File: config.mk
export PLATFORM = sky130hd
export DESIGN_NAME = pcb_axis
export DESIGN_NICKNAME = d
export VERILOG_FILES = /design/src/hw/rtl/pcb_pkg.sv /design/src/hw/rtl/pcb_axis.sv
export SDC_FILE = /design/constraint.sdc
export NUM_CORES = 2
export LEC_CHECK = 0
export ABC_AREA = 1
export ABC_CLOCK_PERIOD_IN_PS = 8400
export BUFFER_PORTS_ARGS = -buffer_cell sky130_fd_sc_hd__buf_2
export CAP_MARGIN = 15
export CORE_MARGIN = 4
export CORE_UTILIZATION = 60
export CTS_CLUSTER_DIAMETER = 200
export DETAILED_ROUTE_END_ITERATION = 7
export PLACE_DENSITY = 0.9
export REMOVE_ABC_BUFFERS = 1
export SETUP_SLACK_MARGIN = 0.02
export SLEW_MARGIN = 40
export SYNTH_ARGS = -nofsm -noshare
export SYNTH_HDL_FRONTEND = slang
export SYNTH_SLANG_ARGS = --single-unit
File: constraint.sdc
create_clock -name i_clk -period 8.4 [get_ports i_clk]
set_clock_uncertainty 0.1 [all_clocks]
set_input_delay 1.68 -clock i_clk [delete_from_list [all_inputs] [get_ports i_clk]]
set_output_delay 1.68 -clock i_clk [all_outputs]
set_load 0.01 [all_outputs]
File: src/hw/rtl/pcb_pkg.sv
// Shared types and constants for the periodic cell binning pipeline.
// No dependencies; imported by pcb_axis, pcb_index and periodic_cell_binning.
`default_nettype none

package pcb_pkg;

    localparam int POS_W      = 32;  // signed Q16.16 position
    localparam int LEN_W      = 31;  // unsigned Q15.16 box length
    localparam int INV_W      = 32;  // unsigned Q16.16 reciprocal cell size
    localparam int CELL_W     = 24;  // linear cell index / grid_dims width
    localparam int PROD_SHIFT = 32;  // Q16.16 * Q16.16 -> integer part
    localparam int CFG_IDX_W  = 3;
    localparam int CFG_DATA_W = 32;

    // Register indexes on the write port
    localparam logic [CFG_IDX_W-1:0] CFG_LEN_X = 3'd0;
    localparam logic [CFG_IDX_W-1:0] CFG_LEN_Y = 3'd1;
    localparam logic [CFG_IDX_W-1:0] CFG_LEN_Z = 3'd2;
    localparam logic [CFG_IDX_W-1:0] CFG_INV_X = 3'd3;
    localparam logic [CFG_IDX_W-1:0] CFG_INV_Y = 3'd4;
    localparam logic [CFG_IDX_W-1:0] CFG_INV_Z = 3'd5;
    localparam logic [CFG_IDX_W-1:0] CFG_GRID  = 3'd6;

    // Reset values: lengths 1.0, reciprocals 1.0, grid 3 x 3 x 3
    localparam logic [LEN_W-1:0]  LEN_RST  = 31'd65536;
    localparam logic [INV_W-1:0]  INV_RST  = 32'd65536;
    localparam logic [CELL_W-1:0] GRID_RST = 24'd197379;

    // Per-stage advance strobes
    typedef struct packed {
        logic s1;
        logic s2;
        logic s3;
        logic s4;
        logic s5;
    } t_pipe_en;

    typedef struct packed {
        logic signed [POS_W-1:0] x;
        logic signed [POS_W-1:0] y;
        logic signed [POS_W-1:0] z;
    } t_pos3;

endpackage

`default_nettype wire

File: src/hw/rtl/pcb_axis.sv
// One axis: periodic position wrap, Q16.16 multiply with floor, cell coordinate wrap.
// Stages s1..s3 of the pipeline; depends on pcb_pkg.
`default_nettype none

module pcb_axis
    import pcb_pkg::*;
#(
    parameter int DIM_BITS = 8
) (
    input  wire logic                       i_clk,
    input  wire t_pipe_en                   i_en,
    input  wire logic signed [POS_W-1:0]    i_pos,
    input  wire logic        [LEN_W-1:0]    i_len,
    input  wire logic        [INV_W-1:0]    i_inv,
    input  wire logic        [DIM_BITS-1:0] i_n,
    output logic signed      [POS_W-1:0]    o_wrapped,
    output logic             [DIM_BITS-1:0] o_coord,
    output logic                            o_oor
);

    localparam int CW = POS_W + 2;

    // s1: wrap once into [0, length)
    logic signed [POS_W:0]   pos_e;
    logic signed [POS_W:0]   len_e;
    logic signed [POS_W:0]   n_wrap;
    logic signed [POS_W-1:0] r_wrap;

    always_comb begin
        pos_e = {i_pos[POS_W-1], i_pos};
        len_e = {2'b00, i_len};
        if (i_pos[POS_W-1]) begin
            n_wrap = pos_e + len_e;
        end else if (pos_e >= len_e) begin
            n_wrap = pos_e - len_e;
        end else begin
            n_wrap = pos_e;
        end
    end

    always_ff @(posedge i_clk) begin
        if (i_en.s1) begin
            r_wrap <= n_wrap[POS_W-1:0];
        end
    end

    assign o_wrapped = r_wrap;

    // s2: exact product, floor = arithmetic shift of the integer part
    logic signed [POS_W:0]         wp_e;
    logic signed [INV_W:0]         inv_e;
    logic signed [POS_W+INV_W+1:0] prod;
    logic signed [POS_W-1:0]       r_floor;

    always_comb begin
        wp_e  = {r_wrap[POS_W-1], r_wrap};
        inv_e = {1'b0, i_inv};
        prod  = wp_e * inv_e;
    end

    always_ff @(posedge i_clk) begin
        if (i_en.s2) begin
            r_floor <= prod[PROD_SHIFT+POS_W-1:PROD_SHIFT];
        end
    end

    // s3: +1 for the halo, one periodic wrap by n, range check
    logic signed [CW-1:0] c1;
    logic signed [CW-1:0] n_e;
    logic signed [CW-1:0] c_plus;
    logic signed [CW-1:0] c_minus;
    logic signed [CW-1:0] n_coord;
    logic                 n_oor;
    logic [DIM_BITS-1:0]  r_coord;
    logic                 r_oor;

    always_comb begin
        c1      = {{2{r_floor[POS_W-1]}}, r_floor} + {{(CW-1){1'b0}}, 1'b1};
        n_e     = {{(CW-DIM_BITS){1'b0}}, i_n};
        c_plus  = c1 + n_e;
        c_minus = c1 - n_e;
        if (c1[CW-1]) begin
            n_coord = c_plus;
        end else if (c1 >= n_e) begin
            n_coord = c_minus;
        end else begin
            n_coord = c1;
        end
        n_oor = n_coord[CW-1] || (n_coord >= n_e);
    end

    always_ff @(posedge i_clk) begin
        if (i_en.s3) begin
            r_coord <= n_coord[DIM_BITS-1:0];
            r_oor   <= n_oor;
        end
    end

    assign o_coord = r_coord;
    assign o_oor   = r_oor;

endmodule

`default_nettype wire

==> flow_summary_export.csv <==
group,metric,value,unit
sta,period_share,98.4,%
logic_synthesis,synth-edff-count,73,
sta,tightest_slew,0.883,ns
status,failed_checks,"DRC",
logic_synthesis,ys_ff_latch,73,
die,num_rows,99,
status,outcome,"finished, violations left",
sta,max_freq,121,MHz
global_routing,grt_util_all_layers,34.9,%
flow_run,maxCapViolCount,0,
die,core_area,73100,sq um
critical_path,end_kind,"flop",
die,io-pin-count,150,
clocking,cts_htree_levels,3,
die,start_util,60.7,%
die,die_h,280,um
critical_path,critPathLaunchType,"input port",
critical_path,cp_max_fo,18,
route,firstDrtPassIters,8,
global_routing,grt_start_max_net_pins,43,
placed_design,pre_cts_slack,-0.543,ns
route,dr_total_vias,40776,
global_routing,overflow,0,
global_routing,grt_pass1_wl,216000,um
cells_and_area,nFillCells,5494,
sta,slew_violations,0,
logic_synthesis,yosys.cell_count.top_type,"inv_1",
cells_and_area,design_area,48500,sq um
clocking,clk_path_buf_depth,2,
logic_synthesis,synthesis.area,44400,sq um
logic_synthesis,ys_warn_count,0,
cells_and_area,final_util,66.4,%
route,routedWlPerCell,18.8,um
clocking,worst_skew_pair.late_latency,0.39,ns
sta,period_minus_slack,8.26,ns
logic_synthesis,synth_top_area_share,40.6,%
placed_design,hpwl,116000,um
sta,relSlewSlack,41.2,%
route,drc,1,
clocking,cts_tree,"yes",
route,antenna_left,0,
logic_synthesis,synth_common_cells,"1763 x inv_1, 1515 x nand2_1, 900 x fa_1",
sta,fin_ws,0.137,ns
placed_design,io_buffer_count,147,
route,routed_wirelength,136000,um
cells_and_area,drive_gt1_share,9.12,%
critical_path,worst_ep_arrival_time,8.29,ns
sta,final-setup-viol-count,0,
clocking,root_buffer,"clkbuf_16",
logic_synthesis,yosysTopAreaCell,"fa_1",
placed_design,gp_routability_congestion,0.994,
critical_path,critical_path_class,"in2reg",
critical_path,required,8.42,ns
clocking,cts_num_sinks,73,
clocking,cts_buffers,9,
global_routing,antenna_found_initial,14,
logic_synthesis,synth.avg_cell_area,7.36,sq um
die,die_area,78300,sq um
route,drt_iter0_markers,4664,
sta,hold_violations,0,
global_routing,grt_pass1_vias,43672,
logic_synthesis,synth_seq_area_share,4.94,%
clocking,path_clk_slew,0.07,ns
die,dieWidth,280,um
min_path,hold_path.class,"reg2reg",
logic_synthesis,ys_top_cells_by_area,"fa_1 41%, inv_1 15%, nand2_1 13%",
cells_and_area,layout.nets,7653,
placed_design,dpl-instance-area,48000,sq um
logic_synthesis,synthArstFlopShare,0,%
logic_synthesis,syn_inst,6025,
logic_synthesis,synth_flop_cell,"edfxtp_1",
cells_and_area,area_delta_synth_final,9.40,%
logic_synthesis,ys_types,51,
sta,setup_tns,0,ns
route,vias_per_cell,5.63,
==> kinds of logic (layout without fill, tap and decap cells) <==
| family | count (synthesis) | after routing | synth area share [%] |
|---|---|---|---|
| compound gates | 474 | 474 | 5.86 |
| xor+xnor | 95 | 95 | 1.88 |
| fa+ha+maj | 1274 | 1274 | 51.2 |
| buf+inv | 2008 | 2258 | 17.1 |
| flops | 73 | 73 | 4.94 |
| other cells | 0 | 12 | 0 |
| simple gates | 2101 | 2101 | 19.1 |
==> metrics by stage <==
stage / hold slack, ns / std cells
detailed placement: 0.856 / 7215
floorplan: 0.713 / 5790
finish: 0.858 / 7246
global placement: 0.825 / 7203
global route: 0.913 / 7242
CTS: 0.854 / 7231
==> layout make-up <==
| class | instances | area (sq um) | area share [%] |
|---|---|---|---|
| Multi-Input combinational cell | 3944 | 34700 | 71.5 |
| Tap cell | 959 | 1200 | 2.47 |
| Inverter | 1773 | 6660 | 13.7 |
| Antenna cell | 12 | 30.0 | 0.0619 |
| Clock inverter | 7 | 101 | 0.209 |
| Sequential cell | 73 | 2190 | 4.52 |
| Timing Repair Buffer | 469 | 3430 | 7.08 |
| Clock buffer | 9 | 225 | 0.464 |
==> worst max-delay path, cell delays in order <==
cell      delay (ns)
clkbuf_4        0.27
buf_4           0.33
nand2_1         0.13
fa_1            0.56
inv_1           0.05
fa_1            0.48
inv_1           0.06
fa_1            0.50
inv_1           0.05
fa_1            0.54
fa_1            0.44
fa_1            0.56
fa_1            0.49
ha_1            0.32
ha_1            0.31
a21oi_1         0.28
o21ai_0         0.16
nand2_1         0.10
nand2_1         0.12
a221oi_2        0.37
buf_4           0.17
nand3_1         0.13
xor2_1          0.17
==> path summary, 6_finish.rpt <==
path	to	from	slack (ns)	cells past startpoint
max	r_floor[27]	i_inv[24]	0.14	23
min	o_oor	r_floor[17]	0.86	6
max reg2reg	r_floor[27]	o_wrapped[20]	0.69	22
min reg2reg	o_oor	r_floor[17]	0.86	6
==> cell usage in the layout, fill, tap and decap left out, drive strengths merged, types with 3 or more instances in the layout <==
master / instances
inv: 1773
nand2: 1534
fa: 900
buf: 458
ha: 374
nor2: 339
a21oi: 228
o21ai: 151
nand3: 120
xor2: 79
edfxtp: 73
nand4: 35
nor3: 32
o21a: 21
clkbuf: 20
a31oi: 19
or2: 19
xnor2: 16
o211ai: 15
o21bai: 13
diode: 12
nor4: 9
nand3b: 7
a21boi: 7
a21o: 4
a221oi: 4
and2: 3
a211oi: 3
o2111ai: 3
clkinv: 3
==> registers in the layout, summed over array words and instances (netlist names) <==
register,cells
o_wrapped,32
r_floor,32
o_coord,8
o_oor,1
==> repair_timing <==
| item | 4_1_cts | 5_1_grt |
|---|---|---|
| setup buffers | 0 | 1 |
| gates resized for setup | 8 | 45 |
| endpoints found under the setup margin | 10 | 28 |
| hold buffers | 0 | 0 |
| pin swaps | 0 | 6 |
==> per-layer routing <==
metal,wire [um],vias up,GRT usage [%]
met4,10600,4,22.1
met1,46200,19342,40.0
met2,63600,2707,58.2
met5,91,-,0.733
met3,15600,872,9.33
li1,-,17851,-
Power is left out: the tool's default activity adds up to more than one toggle a clock period on the data nets, which glitch-free logic cannot reach.
