[src/hw/rtl/pcb_pkg.sv]
// Shared types and constants for the periodic cell binning pipeline.
// No dependencies; imported by pcb_axis, pcb_index and periodic_cell_binning.
`default_nettype none

package pcb_pkg;

    localparam int POS_W      = 32;  // signed Q16.16 position
    localparam int LEN_W      = 31;  // unsigned Q15.16 box length
    localparam int INV_W      = 32;  // unsigned Q16.16 reciprocal cell size
    localparam int CELL_W     = 24;  // linear cell index / grid_dims width
    localparam int PROD_SHIFT = 32;  // Q16.16 * Q16.16 -> integer part
    localparam int CFG_IDX_W  = 3;
    localparam int CFG_DATA_W = 32;

    // Register indexes on the write port
    localparam logic [CFG_IDX_W-1:0] CFG_LEN_X = 3'd0;
    localparam logic [CFG_IDX_W-1:0] CFG_LEN_Y = 3'd1;
    localparam logic [CFG_IDX_W-1:0] CFG_LEN_Z = 3'd2;
    localparam logic [CFG_IDX_W-1:0] CFG_INV_X = 3'd3;
    localparam logic [CFG_IDX_W-1:0] CFG_INV_Y = 3'd4;
    localparam logic [CFG_IDX_W-1:0] CFG_INV_Z = 3'd5;
    localparam logic [CFG_IDX_W-1:0] CFG_GRID  = 3'd6;

    // Reset values: lengths 1.0, reciprocals 1.0, grid 3 x 3 x 3
    localparam logic [LEN_W-1:0]  LEN_RST  = 31'd65536;
    localparam logic [INV_W-1:0]  INV_RST  = 32'd65536;
    localparam logic [CELL_W-1:0] GRID_RST = 24'd197379;

    // Per-stage advance strobes
    typedef struct packed {
        logic s1;
        logic s2;
        logic s3;
        logic s4;
        logic s5;
    } t_pipe_en;

    typedef struct packed {
        logic signed [POS_W-1:0] x;
        logic signed [POS_W-1:0] y;
        logic signed [POS_W-1:0] z;
    } t_pos3;

endpackage

`default_nettype wire

[src/hw/rtl/pcb_index.sv]
// Linear cell index (ny*cz + cy)*nx + cx over two multiply-add stages.
// Stages s4..s5 of the pipeline; depends on pcb_pkg.
`default_nettype none

module pcb_index
    import pcb_pkg::*;
#(
    parameter int DIM_BITS = 8
) (
    input  wire logic                i_clk,
    input  wire t_pipe_en            i_en,
    input  wire logic [DIM_BITS-1:0] i_cx,
    input  wire logic [DIM_BITS-1:0] i_cy,
    input  wire logic [DIM_BITS-1:0] i_cz,
    input  wire logic [DIM_BITS-1:0] i_nx,
    input  wire logic [DIM_BITS-1:0] i_ny,
    input  wire logic                i_oor,
    output logic      [CELL_W-1:0]   o_idx,
    output logic                     o_oor
);

    localparam int PW = 2 * DIM_BITS;
    localparam int IW = 3 * DIM_BITS;

    logic [PW-1:0]       n_part;
    logic [PW-1:0]       r_part;
    logic [DIM_BITS-1:0] r_cx;
    logic                r_oor4;
    logic [IW-1:0]       n_full;
    logic [CELL_W-1:0]   r_idx;
    logic                r_oor5;

    // s4: plane row offset
    assign n_part = PW'(i_ny) * PW'(i_cz) + PW'(i_cy);

    always_ff @(posedge i_clk) begin
        if (i_en.s4) begin
            r_part <= n_part;
            r_cx   <= i_cx;
            r_oor4 <= i_oor;
        end
    end

    // s5: full index, kept to the field width
    assign n_full = IW'(r_part) * IW'(i_nx) + IW'(r_cx);

    always_ff @(posedge i_clk) begin
        if (i_en.s5) begin
            r_idx  <= CELL_W'(n_full);
            r_oor5 <= r_oor4;
        end
    end

    assign o_idx = r_idx;
    assign o_oor = r_oor5;

endmodule

`default_nettype wire

[config.mk]
export PLATFORM = sky130hd
export DESIGN_NAME = pcb_index
export DESIGN_NICKNAME = d
export VERILOG_FILES = /design/src/hw/rtl/pcb_pkg.sv /design/src/hw/rtl/pcb_index.sv
export SDC_FILE = /design/constraint.sdc
export NUM_CORES = 1
export LEC_CHECK = 0
export ABC_AREA = 1
export BUFFER_PORTS_ARGS = -buffer_cell sky130_fd_sc_hd__buf_2
export CORE_ASPECT_RATIO = 1.75
export CORE_UTILIZATION = 63
export CTS_CLUSTER_SIZE = 20
export DETAILED_ROUTE_END_ITERATION = 8
export GPL_TIMING_DRIVEN = 1
export PLACE_DENSITY_LB_ADDON = 0.08
export SYNTH_ARGS = -nofsm -noshare
export SYNTH_HDL_FRONTEND = slang
export SYNTH_SLANG_ARGS = --single-unit
[constraint.sdc]
create_clock -name i_clk -period 5.19 [get_ports i_clk]
set_input_delay 0.519 -clock i_clk [delete_from_list [all_inputs] [get_ports i_clk]]
set_output_delay 0.519 -clock i_clk [all_outputs]
set_load 0.02 [all_outputs]
==> flow_summary.json, run 1 <==
{
  "dr.pass1.iters": 4,
  "die_x_um": 92.5,
  "syn-mean-instance-area_um2": 7.66,
  "ctsHoldBuffers": 0,
  "via_per_inst": 4.92,
  "synth_top_area_cell": "fa_1",
  "pre_cts_ws_ps": 665,
  "cts_tree": "yes",
  "std_cell_rows": 57,
  "clkSlewWorstSetupHoldPaths_ps": 70,
  "syn_nets": 1451,
  "slew_headroom_pct": 60.7,
  "initial_core_util_pct": 65.0,
  "finalMaxSlewViolations": 0,
  "track_usage_pct": 27.0,
  "areaGrowthSynthToFinish_pct": 6.08,
  "drtIter0Drc": 281,
  "ys_seq_elements": 50,
  "fin_ws_ps": 973,
  "synth_area_leaders": "fa_1 (30%), edfxtp_1 (17%), inv_1 (16%), nand2_1 (14%), ha_1 (12%)",
  "grt_pass1_vias": 7452,
  "clock_path_buffers": 2,
  "required_ps": 5250,
  "crit_fanout": 8,
  "finalHoldViolCount": 0,
  "wl_mm": 18.3,
  "yosys_warnings": 0,
  "grt_max_degree": 26,
  "port_buffers": 68,
  "fmax_mhz": 237,
  "start_kind": "register",
  "vias": 6814,
  "synthFlopType": "edfxtp_1",
  "period_needed_ps": 4220,
  "drc": 0,
  "post_drt_wl_per_cell_um": 13.2,
  "drv_cap": 0,
  "post-route-period-util_pct": 81.3,
  "grt_pass1_wl_mm": 31.6,
  "dpl.hpwl_mm": 16.0,
  "root_buffer": "clkbuf_16",
  "boundaryPins": 72,
  "final_nets": 1478,
  "synth-async-reset-ratio_pct": 0,
  "die_area_um2": 14800,
  "finClkSkew_ps": 6.09,
  "die_y_um": 160,
  "post-cts-setup-buffers": 0,
  "end_kind": "register",
  "core_area_um2": 13900,
  "ys_types": 28,
  "critPathKind": "reg -> reg",
  "synth_top_cell_area_share_pct": 30.1,
  "gp_congestion": 0.888,
  "arrival_ps": 4270,
  "ys_seq_area_share_pct": 16.6,
  "synthesis.area_um2": 9030,
  "tightest_slew_ps": 590,
  "clkLatencyLatePin_ps": 300,
  "synth_edf_count": 50,
  "setup_violations": 0,
  "status": "complete, no violations",
  "cts.sinks": 50,
  "ant_nets": 0,
  "antenna_found_initial": 0,
  "synthesis.instances": 1180,
  "ctsResizeCount": 0,
  "hold_class": "in -> reg",
  "cts_buffers": 5,
  "gr-total-overflow": 0,
  "fin_tns_setup_ps": 0,
  "layout-drive-gt1-share_pct": 9.44,
  "num_antenna_cells": 0,
  "htree_levels": 2,
  "rsz0062_at_grt": "no"
}
[cells in the mapped netlist (4+ instances only)]
master and instances:
inv_2 11, o21bai_1 4, nor2_1 25, xor2_1 13, edfxtp_1 50, xnor2_1 5, nand2_1 327, nor3_1 5
ha_1 88, a21oi_1 18, nand3_1 24, inv_1 387, nand3_2 5, fa_1 136, nand2_2 12, clkbuf_1 48
nand4_1 4
[stage by stage]
stage	cells	util, %	hold slack (ps)	instance area, um2
finish	1385	68.9	392	9580
global placement	1377	67.7	401	9420
detailed placement	1377	67.7	426	9420
floorplan	1180	-	400	9030
global route	1385	68.9	380	9580
CTS	1385	68.9	389	9580
[cells by family after synthesis]
| logic type | share of synthesized area [%] |
|---|---|
| AOI/OAI and AO/OA | 1.91 |
| DFF | 16.6 |
| adders and majority gates | 42.3 |
| and+or+nand+nor | 18.9 |
| buffers and inverters | 18.5 |
| xor gates and xnor gates | 1.75 |
[worst paths after layout]
kind | from | endpoint | slack [ps] | cells past startpoint
worst max register to register | r_part[8]$_DFFE_PP_ | o_idx[20]$_DFFE_PP_ | 970 | 17
worst max-delay path | r_part[8]$_DFFE_PP_ | o_idx[20]$_DFFE_PP_ | 970 | 17
worst min-delay path | i_cx[6] | r_cx[6]$_DFFE_PP_ | 390 | 1
worst min register to register | r_oor4$_DFFE_PP_ | o_oor$_DFFE_PP_ | 440 | 0
[metal layers]
layer,track usage [%],wire [um],up-vias
met5,0,0,-
met4,12.0,630,0
li1,-,-,3373
met1,24.2,6160,3263
met2,57.4,11100,131
met3,2.04,415,47
[flip-flops by register name, indices dropped and copies added (netlist names)]
name	cells
r_part	16
r_oor4	1
r_cx	8
o_oor	1
o_idx	24
[cell usage in the layout, fill, tap and decap left out, drive strengths merged, types with 5 or more instances in the layout]
master / instances
xnor2: 5
clkbuf: 5
nor3: 6
buf: 68
edfxtp: 50
nor2: 31
a21oi: 19
inv: 399
xor2: 13
ha: 88
nand2: 339
fa: 136
nand3: 29
[area by class of cell]
type                    count  area (um2)
clock buffers               5         125
flip-flops and latches     50        1500
well taps                 177         221
repair buffers             68         340
clock inverters             3        42.5
inverters                 398        1490
fillers                  1245        4320
multi-input cells         684        5860
[critical path, cell delays in order, from the launching register on]
cell and delay [ps]:
edfxtp_1 540, nand2_1 120, inv_1 60, fa_1 510
fa_1 520, fa_1 500, inv_1 50, fa_1 470
inv_1 40, ha_1 340, nand2_2 140, inv_1 50
a21oi_1 210, nand3_2 170, nand2_2 110, nand2_1 50
nand2_1 50, nand2_1 40
Power of run 1 is not shown: default switching activity piles up to over one toggle a cycle in this logic, so the estimate is an artifact.
==> run 2, diff against run 1 <==
Clock period 5.19 ns to 4.3 ns, I/O delays scaled along.
==> run 2 against run 1 <==
- worst hold slack got worse by 91 ps
- via count rose by 3.0%
- global-route usage barely moved
- utilization rose by 3.3 points
- sequential share of layout area fell by 0.72 points
- non-clock buffer count rose by 42
- critical path depth did not move
- clock-buffer cell count did not move
- maximum frequency rose by 1.5%
- sequential cell count did not move
==> flow_summary.json, run 2 (synthesis results as in run 1) <==
{
  "clkSlewWorstSetupHoldPaths_ps": 80,
  "die_area_um2": 14800,
  "initial_core_util_pct": 65.0,
  "track_usage_pct": 27.0,
  "layout-drive-gt1-share_pct": 14.1,
  "gp_congestion": 0.874,
  "antenna_found_initial": 0,
  "ctsHoldBuffers": 0,
  "start_kind": "register",
  "ant_nets": 0,
  "hold_class": "in -> reg",
  "cts_buffers": 5,
  "via_per_inst": 4.92,
  "core_area_um2": 13900,
  "crit_chain": "buf_4 > nand2_1 > inv_1 > fa_1 > fa_1 > fa_1 > inv_1 > fa_1 > inv_1 > ha_2 > nand2_2 > nor2_1 > nand3_1 > nand3_2 > nand2_2 > nand3_1 > nand2_1",
  "die_x_um": 92.5,
  "drtIter0Drc": 238,
  "largest_reg_flops": 24,
  "dpl.hpwl_mm": 16.2,
  "end_kind": "register",
  "setup_violations": 0,
  "finalHoldViolCount": 0,
  "final_common_cell": "inv_1",
  "fin_hold_ws_ps": 301,
  "port_buffers": 68,
  "cts.sinks": 50,
  "slew_headroom_pct": 61.4,
  "clkLatencyLatePin_ps": 300,
  "crit_fanout": 5,
  "gr-total-overflow": 0,
  "finClkSkew_ps": 8.09,
  "pre_cts_ws_ps": -34.7,
  "grt_pass1_vias": 7511,
  "post_drt_wl_per_cell_um": 13.1,
  "grt_max_degree": 26,
  "status": "complete, no violations",
  "fin_ws_ps": 143,
  "slowest_delay_ps": 550,
  "critPathKind": "reg -> reg",
  "period_needed_ps": 4160,
  "finalMaxSlewViolations": 0,
  "die_y_um": 160,
  "drv_cap": 0,
  "wl_mm": 18.6,
  "cts_tree": "yes",
  "dr.pass1.iters": 4,
  "post-route-period-util_pct": 96.7,
  "std_cell_rows": 57,
  "htree_levels": 2,
  "tightest_slew_ps": 579,
  "root_buffer": "clkbuf_16",
  "vias": 7018,
  "boundaryPins": 72,
  "clock_path_buffers": 2,
  "areaGrowthSynthToFinish_pct": 11.2,
  "rsz0062_at_grt": "no",
  "arrival_ps": 4210,
  "fmax_mhz": 241,
  "most-common-layout-cells": "inv_1 (386), nand2_1 (324), fa_1 (133), ha_1 (81), buf_2 (68)",
  "required_ps": 4360,
  "crit_slowest_cell": "fa_1",
  "grt_pass1_wl_mm": 31.7,
  "final_nets": 1520,
  "crit_path_frequent_cell": "fa_1",
  "drc": 0,
  "num_antenna_cells": 0
}
## run 2: final cells by class
type / instances / area (um2)
multi-input cells: 684 / 5970
clock buffers: 5 / 125
repair buffers: 110 / 693
fillers: 1202 / 3860
clock inverters: 3 / 42.5
flip-flops and latches: 50 / 1500
well taps: 177 / 221
inverters: 398 / 1490
## run 2: timing repair
item | CTS | global route
resized for setup | 0 | 20
setup endpoints to repair | 0 | 11
setup buffers | 0 | 15
## run 2: metal layers
| layer | vias up | routed length (um) | track usage (%) |
|---|---|---|---|
| met1 | 3379 | 6270 | 24.0 |
| met5 | - | 0 | 0 |
| met2 | 135 | 11300 | 57.7 |
| li1 | 3453 | - | - |
| met4 | 0 | 672 | 11.9 |
| met3 | 51 | 387 | 2.18 |
## run 2: worst paths after layout
| kind | startpoint | end | slack, ps | depth (start not counted) |
|---|---|---|---|---|
| setup / recovery | r_part[7]$_DFFE_PP_ | o_idx[21]$_DFFE_PP_ | 140 | 17 |
| hold / removal | i_cx[6] | r_cx[6]$_DFFE_PP_ | 300 | 1 |
| setup reg to reg | r_part[7]$_DFFE_PP_ | o_idx[21]$_DFFE_PP_ | 140 | 17 |
| hold reg to reg | r_oor4$_DFFE_PP_ | o_oor$_DFFE_PP_ | 440 | 0 |
## run 2: critical path: cells and delay by family (launching register included)
| kind | cells | cell delay, ps |
|---|---|---|
| fa+ha+maj | 5 | 2300 |
| simple gates | 8 | 830 |
| flops | 1 | 460 |
| buf+inv | 4 | 320 |
## run 2: per-stage QoR
| stage | TNS [ps] | instance area [um2] | utilization (%) | instances |
|---|---|---|---|---|
| floorplan | 0 | 9030 | - | 1180 |
| global placement | 0 | 9660 | 69.4 | 1404 |
| detailed placement | -129 | 9660 | 69.4 | 1404 |
| CTS | 0 | 9820 | 70.6 | 1412 |
| global route | 0 | 10000 | 72.2 | 1427 |
| finish | 0 | 10000 | 72.2 | 1427 |
Power of run 2 is left out for the same reason.
==> run 3, diff against run 2 <==
Settings changed: REMOVE_ABC_BUFFERS set to 1.
==> run 3 against run 2 <==
- sequential share of layout area is essentially flat
- critical path depth unchanged
- worst hold slack improved by 2.4 ps
- design area about the same
- first-iteration DRC count grew 11%
- sequential cell count stayed put
- wire length fell by 2.1%
- via count is 0.77% higher
- critical path type unchanged
- highest routed layer unchanged
==> flow_summary.json, run 3 (synthesis results as in run 1) <==
{
  "die_y_um": 160,
  "clock_path_buffers": 2,
  "final_common_cell": "inv_1",
  "dpl.cell_count": 1410,
  "most-common-layout-cells": "inv_1 (387), nand2_1 (324), fa_1 (134), ha_1 (77), buf_2 (68)",
  "start_kind": "register",
  "finalMaxSlewViolations": 0,
  "wl_mm": 18.2,
  "slew_headroom_pct": 61.0,
  "stdcell_count": 1429,
  "clkLatencyLatePin_ps": 300,
  "period_needed_ps": 4160,
  "die_x_um": 92.5,
  "largest_reg_flops": 24,
  "cts_buffers": 5,
  "post_drt_wl_per_cell_um": 12.8,
  "num_antenna_cells": 0,
  "dr.pass1.iters": 5,
  "arrival_ps": 4210,
  "via_per_inst": 4.95,
  "fill_cells": 1208,
  "root_buffer": "clkbuf_16",
  "tightest_slew_ps": 584,
  "finClkSkew_ps": 5.37,
  "hold_class": "in -> reg",
  "grt_pass1_wl_mm": 31.4,
  "die_area_um2": 14800,
  "initial_core_util_pct": 65.0,
  "finalHoldViolCount": 0,
  "areaGrowthSynthToFinish_pct": 11.2,
  "drc": 0,
  "critPathKind": "reg -> reg",
  "dpl.hpwl_mm": 15.8,
  "end_kind": "register",
  "drtIter0Drc": 263,
  "required_ps": 4360,
  "multiInputGateArea_um2": 5980,
  "post-route-period-util_pct": 96.7,
  "clkSlewWorstSetupHoldPaths_ps": 70,
  "grt_max_degree": 26,
  "gr-total-overflow": 0,
  "fmax_mhz": 241,
  "drv_cap": 0,
  "fin_util_pct": 72.3,
  "track_usage_pct": 26.5,
  "grt_pass1_vias": 7581,
  "vias": 7072,
  "htree_levels": 2,
  "cts.sinks": 50,
  "cts_tree": "yes",
  "setup_violations": 0,
  "crit_fanout": 5,
  "final_nets": 1522,
  "seqCellArea_um2": 1500,
  "antenna_found_initial": 0,
  "port_buffers": 68,
  "core_area_um2": 13900,
  "std_cell_rows": 57,
  "ant_nets": 0,
  "boundaryPins": 72,
  "layout-drive-gt1-share_pct": 14.5,
  "status": "complete, no violations",
  "gp_congestion": 0.853
}
-- run 3: cell types whose count changed in the layout (fill, tap and decap cells not counted), sizes merged --
cell | previous run | this run
buf | 110 | 112
-- run 3: metrics by stage --
stage | setup TNS [ps] | hold slack (ps) | instance area (um2) | worst slack (ps)
2_1_floorplan | 0 | 400 | 8850 | 359
4_1_cts | 0 | 298 | 9840 | 73.5
6_report | 0 | 303 | 10000 | 143
3_5_place_dp | -199 | 433 | 9680 | -59.2
5_1_grt | -62.3 | 294 | 10000 | -25.7
3_3_place_gp | -2.81 | 402 | 9680 | -2.81
-- run 3: cell type report --
class / instances / share of cell area [%]
multi-input cells: 684 / 59.5
flip-flops and latches: 50 / 14.9
inverters: 398 / 14.9
repair buffers: 112 / 6.80
well taps: 177 / 2.20
clock buffers: 5 / 1.25
clock inverters: 3 / 0.423
-- run 3: per-layer routing --
layer / part of all wire (%) / track usage [%] / vias to the layer above / routed length, um
met4: 3.5 / 11.1 / 0 / 646
met3: 1.9 / 1.70 / 45 / 344
li1: - / - / 3461 / -
met2: 61 / 57.2 / 137 / 11100
met1: 34 / 23.6 / 3429 / 6120
met5: 0 / 0 / - / 0
-- run 3: worst max-delay path: stages (launching register included) --
cell and delay [ps]:
edfxtp_1 440, buf_4 190, nand2_1 60, inv_1 60, fa_1 550, fa_1 440
fa_1 490, inv_1 50, fa_1 470, inv_1 40, ha_1 350, nand2_1 100
inv_2 80, nand2_1 150, nor3_2 180, o21ai_2 110, nand3_1 100, nand2_1 50
-- run 3: timing repair --
item / CTS / global route
resized for setup: 0 / 27
endpoints found under the hold margin: 0 / 0
setup buffers: 0 / 11
hold buffers: 0 / 0
setup endpoints to repair: 0 / 10
-- run 3: path summary, 6_finish.rpt --
path | cells after the start | slack, ps | start | end
worst max register to register | 17 | 140 | r_part[10]$_DFFE_PP_ | o_idx[17]$_DFFE_PP_
worst min-delay path | 1 | 300 | i_cx[5] | r_cx[5]$_DFFE_PP_
worst max-delay path | 17 | 140 | r_part[10]$_DFFE_PP_ | o_idx[17]$_DFFE_PP_
worst min register to register | 0 | 440 | r_oor4$_DFFE_PP_ | o_oor$_DFFE_PP_
Power of run 3 is left out for the same reason.
